==> config.mk <==
export PLATFORM = sky130hd
export DESIGN_NAME = pixel_blend_unit_top_flat
export DESIGN_NICKNAME = d
export VERILOG_FILES = /design/src/design/pbu_pkg.sv /design/src/design/pbu_if.sv /design/src/design/pixel_blend_unit_top.sv /design/src/flat_wrapper.sv
export SDC_FILE = /design/constraint.sdc
export NUM_CORES = 2
export LEC_CHECK = 0
export BUFFER_PORTS_ARGS = -buffer_cell sky130_fd_sc_hd__buf_2
export CAP_MARGIN = 20
export CORE_ASPECT_RATIO = 1.2
export CORE_MARGIN = 2
export CORE_UTILIZATION = 61
export CTS_CLUSTER_SIZE = 28
export DETAILED_ROUTE_END_ITERATION = 10
export PLACE_DENSITY = 0.91
export SETUP_SLACK_MARGIN = 0.05
export SLEW_MARGIN = 25
export SYNTH_ARGS = -nofsm -noshare
export SYNTH_HDL_FRONTEND = slang
export SYNTH_SLANG_ARGS = --single-unit
==> constraint.sdc <==
create_clock -name clock -period 11.9 [get_ports clock]
set_input_delay 0.595 -clock clock [delete_from_list [all_inputs] [get_ports clock]]
set_output_delay 0.595 -clock clock [all_outputs]
set_load 0.05 [all_outputs]
==> src/design/pbu_pkg.sv <==
// Package for the pixel blend unit: action codes, payload types and arithmetic helpers.
package pbu_pkg;

   typedef enum logic [2:0] {
      ACT_MULTIPLY  = 3'd0,
      ACT_SCREEN    = 3'd1,
      ACT_SUBTRACT  = 3'd2,
      ACT_ADD       = 3'd3,
      ACT_OVERLAY   = 3'd4,
      ACT_INVERT    = 3'd5,
      ACT_GRAYSCALE = 3'd6,
      ACT_SEPIA     = 3'd7
   } action_type;

   typedef struct packed {
      action_type  action;
      logic [7:0]  a_red;
      logic [7:0]  a_green;
      logic [7:0]  a_blue;
      logic [7:0]  b_red;
      logic [7:0]  b_green;
      logic [7:0]  b_blue;
   } req_data_type;

   typedef struct packed {
      logic [7:0] out_red;
      logic [7:0] out_green;
      logic [7:0] out_blue;
   } rsp_data_type;

   // sepia weights in thousandths
   localparam logic [9:0] SEPIA_RR = 10'd393;
   localparam logic [9:0] SEPIA_RG = 10'd769;
   localparam logic [9:0] SEPIA_RB = 10'd189;
   localparam logic [9:0] SEPIA_GR = 10'd349;
   localparam logic [9:0] SEPIA_GG = 10'd686;
   localparam logic [9:0] SEPIA_GB = 10'd168;
   localparam logic [9:0] SEPIA_BR = 10'd272;
   localparam logic [9:0] SEPIA_BG = 10'd534;
   localparam logic [9:0] SEPIA_BB = 10'd131;

   localparam logic [18:0] SEPIA_ROUND = 19'd500;
   localparam logic [18:0] SEPIA_SAT   = 19'd256000;   // 256 * 1000
   localparam logic [30:0] DIV125_RECIP = 31'd33555;   // ceil(2^22 / 125)
   localparam logic [19:0] DIV3_RECIP   = 20'd683;     // ceil(2^11 / 3)

   // round(p / 255), exact for p up to 65025
   function automatic logic [7:0] div255_round(input logic [16:0] p);
      logic [16:0] t;
      logic [16:0] s;
      t = p + 17'd128;
      s = t + (t >> 8);
      return s[15:8];
   endfunction

   // floor(n / 3) for n up to 767
   function automatic logic [7:0] div3(input logic [9:0] n);
      logic [19:0] prod;
      prod = 20'(n) * DIV3_RECIP;
      return prod[18:11];
   endfunction

   // min(255, floor((kr*r + kg*g + kb*b + 500) / 1000))
   function automatic logic [7:0] sepia_ch(input logic [7:0] r, input logic [7:0] g,
                                           input logic [7:0] b, input logic [9:0] kr,
                                           input logic [9:0] kg, input logic [9:0] kb);
      logic [18:0] sum;
      logic [14:0] eighth;
      logic [30:0] prod;
      sum = 19'(kr) * 19'(r) + 19'(kg) * 19'(g) + 19'(kb) * 19'(b) + SEPIA_ROUND;
      eighth = sum[17:3];
      // divide by 1000 as a shift by 3 then a reciprocal multiply for 125
      prod = 31'(eighth) * DIV125_RECIP;
      if (sum >= SEPIA_SAT) begin
         return 8'hFF;
      end
      return prod[29:22];
   endfunction

   // per-channel blend; one 8x8 product shared by multiply, screen and overlay
   function automatic logic [7:0] blend_ch(input action_type act, input logic [7:0] x,
                                           input logic [7:0] y);
      logic        flip;
      logic [7:0]  xs;
      logic [7:0]  ys;
      logic [15:0] prod;
      logic [16:0] scaled;
      logic [7:0]  quot;
      logic [8:0]  total;
      logic [7:0]  res;
      flip = (act == ACT_SCREEN) || ((act == ACT_OVERLAY) && y[7]);
      xs = flip ? ~x : x;
      ys = flip ? ~y : y;
      prod = 16'(xs) * 16'(ys);
      scaled = (act == ACT_OVERLAY) ? {prod, 1'b0} : {1'b0, prod};
      quot = div255_round(scaled);
      total = {1'b0, x} + {1'b0, y};
      unique case (act)
         ACT_MULTIPLY:  res = quot;
         ACT_SCREEN:    res = ~quot;
         ACT_SUBTRACT:  res = (x > y) ? (x - y) : 8'd0;
         ACT_ADD:       res = total[8] ? 8'hFF : total[7:0];
         ACT_OVERLAY:   res = flip ? ~quot : quot;
         ACT_INVERT:    res = ~x;
         ACT_GRAYSCALE: res = ~x;
         ACT_SEPIA:     res = ~x;
         default:       res = ~x;
      endcase
      return res;
   endfunction

endpackage

==> src/design/pbu_if.sv <==
// Request and result channel interfaces of the pixel blend unit.
interface pbu_req_if;
   logic                 valid;
   logic                 ready;
   pbu_pkg::action_type  action;
   logic [7:0]           a_red;
   logic [7:0]           a_green;
   logic [7:0]           a_blue;
   logic [7:0]           b_red;
   logic [7:0]           b_green;
   logic [7:0]           b_blue;

   modport source (output valid, action, a_red, a_green, a_blue, b_red, b_green, b_blue,
                   input ready);
   modport sink   (input valid, action, a_red, a_green, a_blue, b_red, b_green, b_blue,
                   output ready);
endinterface

interface pbu_rsp_if;
   logic       valid;
   logic       ready;
   logic [7:0] out_red;
   logic [7:0] out_green;
   logic [7:0] out_blue;

   modport source (output valid, out_red, out_green, out_blue, input ready);
   modport sink   (input valid, out_red, out_green, out_blue, output ready);
endinterface

==> src/design/pixel_blend_unit_top.sv <==
// Pixel blend unit top level: two-register pipeline around the blend arithmetic.
// Requests pass the input register, then the result register. Throughput: one request per cycle
// unless rsp_chan stalls; each register advances when the one after it frees up. The blend math
// (one 8x8 product per channel for blends, constant reciprocal multiplies) sits between the two
// registers. Reset (synchronous, active high) clears both valid flags; data is kept.
module pixel_blend_unit_top (
   input  logic             clock,
   input  logic             reset,
   pbu_req_if.sink          req_chan,
   pbu_rsp_if.source        rsp_chan
);

   // ---------------------------------------------------------------------------
   // Stage 1: input register
   // ---------------------------------------------------------------------------
   logic                   s1_valid_ff;
   logic                   s1_valid_in;
   pbu_pkg::req_data_type  s1_data_ff;
   pbu_pkg::req_data_type  s1_data_in;

   // Stage 2: result register
   logic                   s2_valid_ff;
   logic                   s2_valid_in;
   pbu_pkg::rsp_data_type  s2_data_ff;
   pbu_pkg::rsp_data_type  s2_data_in;

   logic                   s2_free;     // result register can take a new value
   logic                   s1_advance;  // stage 1 request moves into the result register
   logic                   req_take;    // request accepted this cycle

   // result register frees when empty or when the consumer takes it
   assign s2_free    = !s2_valid_ff || rsp_chan.ready;
   assign s1_advance = s1_valid_ff && s2_free;
   assign req_chan.ready = !s1_valid_ff || s2_free;
   assign req_take   = req_chan.valid && req_chan.ready;

   always_comb begin
      s1_data_in.action  = req_chan.action;
      s1_data_in.a_red   = req_chan.a_red;
      s1_data_in.a_green = req_chan.a_green;
      s1_data_in.a_blue  = req_chan.a_blue;
      s1_data_in.b_red   = req_chan.b_red;
      s1_data_in.b_green = req_chan.b_green;
      s1_data_in.b_blue  = req_chan.b_blue;
      s1_valid_in        = req_take || (s1_valid_ff && !s2_free);
   end

   always_ff @(posedge clock) begin
      if (reset) begin
         s1_valid_ff <= 1'b0;
      end else begin
         s1_valid_ff <= s1_valid_in;
      end
   end

   // payload loads on accept only, so a stalled request holds
   always_ff @(posedge clock) begin
      if (req_take) begin
         s1_data_ff <= s1_data_in;
      end
   end

   // ---------------------------------------------------------------------------
   // Blend arithmetic
   // ---------------------------------------------------------------------------
   logic [9:0] gray_sum;
   logic [7:0] gray;

   // round((r+g+b)/3) = floor((r+g+b+1)/3)
   assign gray_sum = 10'(s1_data_ff.a_red) + 10'(s1_data_ff.a_green)
                   + 10'(s1_data_ff.a_blue) + 10'd1;
   assign gray     = pbu_pkg::div3(gray_sum);

   always_comb begin
      unique case (s1_data_ff.action)
         pbu_pkg::ACT_GRAYSCALE: begin
            s2_data_in.out_red   = gray;
            s2_data_in.out_green = gray;
            s2_data_in.out_blue  = gray;
         end
         pbu_pkg::ACT_SEPIA: begin
            // every channel from the original a pixel
            s2_data_in.out_red   = pbu_pkg::sepia_ch(s1_data_ff.a_red, s1_data_ff.a_green,
                                      s1_data_ff.a_blue, pbu_pkg::SEPIA_RR,
                                      pbu_pkg::SEPIA_RG, pbu_pkg::SEPIA_RB);
            s2_data_in.out_green = pbu_pkg::sepia_ch(s1_data_ff.a_red, s1_data_ff.a_green,
                                      s1_data_ff.a_blue, pbu_pkg::SEPIA_GR,
                                      pbu_pkg::SEPIA_GG, pbu_pkg::SEPIA_GB);
            s2_data_in.out_blue  = pbu_pkg::sepia_ch(s1_data_ff.a_red, s1_data_ff.a_green,
                                      s1_data_ff.a_blue, pbu_pkg::SEPIA_BR,
                                      pbu_pkg::SEPIA_BG, pbu_pkg::SEPIA_BB);
         end
         default: begin
            s2_data_in.out_red   = pbu_pkg::blend_ch(s1_data_ff.action, s1_data_ff.a_red,
                                                     s1_data_ff.b_red);
            s2_data_in.out_green = pbu_pkg::blend_ch(s1_data_ff.action, s1_data_ff.a_green,
                                                     s1_data_ff.b_green);
            s2_data_in.out_blue  = pbu_pkg::blend_ch(s1_data_ff.action, s1_data_ff.a_blue,
                                                     s1_data_ff.b_blue);
         end
      endcase
      s2_valid_in = s1_advance || (s2_valid_ff && !rsp_chan.ready);
   end

   // ---------------------------------------------------------------------------
   // Stage 2: result register
   // ---------------------------------------------------------------------------
   always_ff @(posedge clock) begin
      if (reset) begin
         s2_valid_ff <= 1'b0;
      end else begin
         s2_valid_ff <= s2_valid_in;
      end
   end

   always_ff @(posedge clock) begin
      if (s1_advance) begin
         s2_data_ff <= s2_data_in;
      end
   end

   assign rsp_chan.valid     = s2_valid_ff;
   assign rsp_chan.out_red   = s2_data_ff.out_red;
   assign rsp_chan.out_green = s2_data_ff.out_green;
   assign rsp_chan.out_blue  = s2_data_ff.out_blue;

`ifndef SYNTH
   // an accepted request is in the input register next cycle
   a_take_lands: assert property (@(posedge clock) disable iff (reset)
      req_take |=> s1_valid_ff)
      else $error("accepted request missing from input register");

   // an empty result register never blocks the request side
   a_ready_empty: assert property (@(posedge clock) disable iff (reset)
      !s2_valid_ff |-> req_chan.ready)
      else $error("request stalled with empty result register");

   // nothing valid right after reset
   a_reset_clear: assert property (@(posedge clock)
      reset |=> (!s1_valid_ff && !s2_valid_ff))
      else $error("valid flag set after reset");

   // invert result tracks the stage 1 pixel
   a_invert: assert property (@(posedge clock) disable iff (reset)
      (s1_advance && (s1_data_ff.action == pbu_pkg::ACT_INVERT))
      |=> (rsp_chan.out_red == ~$past(s1_data_ff.a_red)))
      else $error("invert result mismatch");
`endif

endmodule
==> src/flat_wrapper.sv <==
// flat-port wrapper written by rule: the top's interface ports become plain ports
module pixel_blend_unit_top_flat 
  (clock, reset, req_chan_valid, req_chan_action, req_chan_a_red, req_chan_a_green, req_chan_a_blue, req_chan_b_red, req_chan_b_green, req_chan_b_blue, req_chan_ready, rsp_chan_valid, rsp_chan_out_red, rsp_chan_out_green, rsp_chan_out_blue, rsp_chan_ready);
  pbu_req_if req_chan_i ();
  pbu_rsp_if rsp_chan_i ();
  input  logic clock;
  input  logic reset;
  input wire logic [$bits(req_chan_i.valid)-1:0] req_chan_valid;
  input wire logic [$bits(req_chan_i.action)-1:0] req_chan_action;
  input wire logic [$bits(req_chan_i.a_red)-1:0] req_chan_a_red;
  input wire logic [$bits(req_chan_i.a_green)-1:0] req_chan_a_green;
  input wire logic [$bits(req_chan_i.a_blue)-1:0] req_chan_a_blue;
  input wire logic [$bits(req_chan_i.b_red)-1:0] req_chan_b_red;
  input wire logic [$bits(req_chan_i.b_green)-1:0] req_chan_b_green;
  input wire logic [$bits(req_chan_i.b_blue)-1:0] req_chan_b_blue;
  output wire logic [$bits(req_chan_i.ready)-1:0] req_chan_ready;
  output wire logic [$bits(rsp_chan_i.valid)-1:0] rsp_chan_valid;
  output wire logic [$bits(rsp_chan_i.out_red)-1:0] rsp_chan_out_red;
  output wire logic [$bits(rsp_chan_i.out_green)-1:0] rsp_chan_out_green;
  output wire logic [$bits(rsp_chan_i.out_blue)-1:0] rsp_chan_out_blue;
  input wire logic [$bits(rsp_chan_i.ready)-1:0] rsp_chan_ready;
  assign req_chan_i.valid = req_chan_valid;
  assign req_chan_i.action = req_chan_action;
  assign req_chan_i.a_red = req_chan_a_red;
  assign req_chan_i.a_green = req_chan_a_green;
  assign req_chan_i.a_blue = req_chan_a_blue;
  assign req_chan_i.b_red = req_chan_b_red;
  assign req_chan_i.b_green = req_chan_b_green;
  assign req_chan_i.b_blue = req_chan_b_blue;
  assign req_chan_ready = req_chan_i.ready;
  assign rsp_chan_valid = rsp_chan_i.valid;
  assign rsp_chan_out_red = rsp_chan_i.out_red;
  assign rsp_chan_out_green = rsp_chan_i.out_green;
  assign rsp_chan_out_blue = rsp_chan_i.out_blue;
  assign rsp_chan_i.ready = rsp_chan_ready;
  pixel_blend_unit_top u_core (.clock(clock), .reset(reset), .req_chan(req_chan_i), .rsp_chan(rsp_chan_i));
endmodule
==> results.rst <==
.. list-table::
   :header-rows: 1

   * - Metric
     - Value
   * - Detailed-router iteration count before antenna repair
     - 8
   * - Number of DRC violations after detailed routing
     - 0
   * - Peak per-stage delay on the critical path
     - 0.53 ns
   * - Period utilization
     - 97.30%
   * - Final setup skew
     - 0.01547 ns
   * - Clock Pin Slew Worst Setup and Hold Paths
     - 0.08 ns
   * - Critical path type
     - flip-flop to flip-flop
   * - Result of the run
     - finished clean
   * - Worst slew slack as a fraction of its limit
     - 17.45%
   * - Reg2reg end
     - u_core.rsp_chan.out_red[6]
   * - Cell count of the worst hold path
     - 1
   * - Final Wtd Congestion
     - 1.001
   * - Fill cell count
     - 4,679
   * - Largest buffer count on any clock path
     - 2
   * - Synth async-reset ratio
     - 0%
   * - Smallest hold slack
     - 0.3600 ns
   * - Overall routing resource usage
     - 33.74%
   * - Worst Reg2Reg Path Length in Cells
     - 38
   * - Routed wire length per instance
     - 20.72 um
   * - Crit path arrival time
     - 11.70 ns
   * - Synth Register Bits
     - 77
   * - DR vias/cell
     - 6.203
   * - Maximum level of the CTS H-tree
     - 3
   * - Post-Route WL
     - 107.3 mm
   * - Critical Path Start Type
     - flip-flop
   * - Initial Util
     - 61.36%
   * - CP dominant cell by count
     - sky130_fd_sc_hd__fa_1
   * - Achievable Freq
     - 86.37 MHz
   * - Dominant synthesized flop cell
     - sky130_fd_sc_hd__edfxtp_1
   * - Maximum fanout count along the critical path
     - 27
   * - Number of global-route vias before repair
     - 33,110
   * - Critical path data required time
     - 12.03 ns
   * - Number of buffers created by CTS
     - 9
   * - Buffer type at the clock tree root
     - sky130_fd_sc_hd__clkbuf_16
   * - Initial antenna violation count
     - 2
   * - Average size of a mapped cell
     - 8.684 um^2
   * - Violation count after the first detailed-routing iteration
     - 2,723
   * - Synth-to-layout area growth
     - 6.581%
   * - # rows
     - 99
   * - Ratio of cells with drive above 1 in the final layout
     - 6.821%
   * - Setup repair after global routing missed its margin
     - yes
   * - Max Cap Viol
     - 0
   * - Critical-path top delay cell
     - sky130_fd_sc_hd__fa_1
   * - Clock latency at the later pin of the worst-skew pair
     - 0.40 ns
   * - Finish-stage setup viols
     - 0
   * - Register area share after synthesis
     - 6.167%
   * - Synth warn
     - 0
   * - Worst-case hold path end point
     - u_core.s1_data_ff[7]
   * - Flop-to-flop setup slack
     - 0.32 ns
   * - Post-detail-place hpwl
     - 87.79 mm
   * - Floorplan Core Area
     - 0.06057 mm^2
   * - Via count of the routed design
     - 32,130
   * - Number of pins exceeding their max-slew limit in the final report
     - 0
   * - Grt ovf
     - 0
   * - Worst Setup End Kind
     - flip-flop
   * - Beginning of the worst hold path
     - req_chan_b_blue[7]
   * - Reg-to-Reg Start
     - u_core.s1_data_ff[30]
   * - Number of synthesized flops with an enable pin
     - 75
   * - Final number of hold-violating endpoints
     - 0
   * - Die outline area
     - 0.06293 mm^2
   * - Number of routed nets with antenna violations
     - 0
   * - Worst Tran Pin Value
     - 1.233 ns
   * - Chip Width
     - 229.3 um
   * - Total I/O pin count
     - 81
   * - Post-Synthesis Cells
     - 4,280
   * - Post-synthesis instance area
     - 0.03717 mm^2
   * - First-pass GRT wire length
     - 168.5 mm
   * - Pin count of the biggest net entering global routing
     - 70
   * - Number of nets in the finished design
     - 5,745
   * - Final critical path time including I/O delays and setup
     - 11.58 ns
   * - Synth cell types
     - 98
   * - Buffers added on ports
     - 80
   * - CTS tree
     - yes
   * - Syn Nets
     - 5,661
   * - Clock tree sinks
     - 77
   * - Chip height
     - 274.4 um
   * - Class of the most critical hold timing path
     - input port to flip-flop
per-stage QoR:
| stage | TNS [ns] | std cells | utilization, % | worst slack (ns) | instance area, um^2 |
|---|---|---|---|---|---|
| 2_1_floorplan | 0 | 4280 | - | 0.2325 | 37170 |
| 5_1_grt | -1.011 | 5177 | 65.39 | -0.2153 | 39610 |
| 3_3_place_gp | 0 | 5145 | 64.08 | 0.1184 | 38820 |
| 4_1_cts | 0 | 5162 | 64.69 | 0.04373 | 39180 |
| 6_report | 0 | 5179 | 65.40 | 0.3213 | 39620 |
| 3_5_place_dp | -0.6224 | 5145 | 64.09 | -0.2399 | 38820 |
cells by family after synthesis:
family / Yosys count / synth area share, %
XOR/XNOR: 199 / 4.730
flip-flops: 77 / 6.167
AO/OA/AOI/OAI: 871 / 15.00
buffers and inverters: 934 / 9.479
multiplexers: 27 / 0.7574
adder cells (fa/ha/maj): 1326 / 53.16
AND/OR/NAND/NOR: 846 / 10.71
critical path: cells and delay by family (launching register included):
family	cells	cell delay [ns]
adders and majority gates	15	6.18
AOI/OAI and AO/OA	11	2.23
and+or+nand+nor	5	1.38
buffers and inverters	6	0.90
DFF	1	0.52
xor gates and xnor gates	1	0.12
layer usage:
| layer | global-route usage (%) | wire [um] | vias to the layer above |
|---|---|---|---|
| li1 | - | - | 14650 |
| met1 | 39.77 | 38760 | 15360 |
| met2 | 57.24 | 50990 | 1638 |
| met3 | 6.406 | 10190 | 475 |
| met4 | 20.28 | 7331 | 2 |
| met5 | 0 | 12 | - |
synthesized netlist by cell type (69+ instances only):
| master | count | share of area [%] |
|---|---|---|
| sky130_fd_sc_hd__nor3_1 | 69 | 0.93 |
| sky130_fd_sc_hd__inv_1 | 827 | 8.4 |
| sky130_fd_sc_hd__nand3_1 | 85 | 1.1 |
| sky130_fd_sc_hd__a21oi_1 | 261 | 3.5 |
| sky130_fd_sc_hd__nand2_1 | 242 | 2.4 |
| sky130_fd_sc_hd__edfxtp_1 | 75 | 6.1 |
| sky130_fd_sc_hd__ha_1 | 904 | 30 |
| sky130_fd_sc_hd__xnor2_1 | 137 | 3.2 |
| sky130_fd_sc_hd__o21ai_0 | 229 | 3.1 |
| sky130_fd_sc_hd__clkbuf_1 | 84 | 0.85 |
| sky130_fd_sc_hd__nor2_1 | 244 | 2.5 |
| sky130_fd_sc_hd__fa_1 | 422 | 23 |
state kept, by name, summed over array words and instances, names as in the netlist:
name and count:
u_core.s1_data_ff 51, u_core.rsp_chan.out_blue 8, u_core.rsp_chan.out_green 8, u_core.rsp_chan.out_red 8, u_core.rsp_chan.valid 1, u_core.s1_valid_ff 1
how the worst max path moves through the flow:
stage                           from                          end
2_1_floorplan  u_core.s1_data_ff[38]  u_core.rsp_chan.out_blue[7]
5_1_grt        u_core.s1_data_ff[39]  u_core.rsp_chan.out_blue[6]
3_3_place_gp   u_core.s1_data_ff[38]  u_core.rsp_chan.out_blue[7]
4_1_cts        u_core.s1_data_ff[38]  u_core.rsp_chan.out_blue[7]
3_5_place_dp   u_core.s1_data_ff[38]  u_core.rsp_chan.out_blue[7]
6_report       u_core.s1_data_ff[30]   u_core.rsp_chan.out_red[6]
area by class of cell:
type	count	area [um^2]	area share (%)
inverters	828	3112	7.855
repair buffers	179	1147	2.896
clock buffers	10	229.0	0.5780
diodes	2	5.005	0.01263
flip-flops and latches	77	2292	5.786
clock inverters	6	95.09	0.2400
multi-input cells	3269	31720	80.08
well taps	808	1011	2.552
what timing repair did:
action,in CTS,in global routing
cloned,0,0
resized for setup,10,63
hold buffers,0,0
setup endpoints to repair,8,20
pin swaps,2,25
setup buffers,1,15
layout by cell type, fill, tap and decap left out, types with 80 or more instances in the layout:
cell and n:
sky130_fd_sc_hd__a21oi_1 252, sky130_fd_sc_hd__buf_2 80, sky130_fd_sc_hd__buf_4 98, sky130_fd_sc_hd__fa_1 422, sky130_fd_sc_hd__ha_1 898, sky130_fd_sc_hd__inv_1 823
sky130_fd_sc_hd__nand2_1 242, sky130_fd_sc_hd__nand3_1 85, sky130_fd_sc_hd__nor2_1 244, sky130_fd_sc_hd__o21ai_0 215, sky130_fd_sc_hd__xnor2_1 130
Power is left out: the tool's default activity adds up to more than one toggle a clock period on the data nets, which glitch-free logic cannot reach.
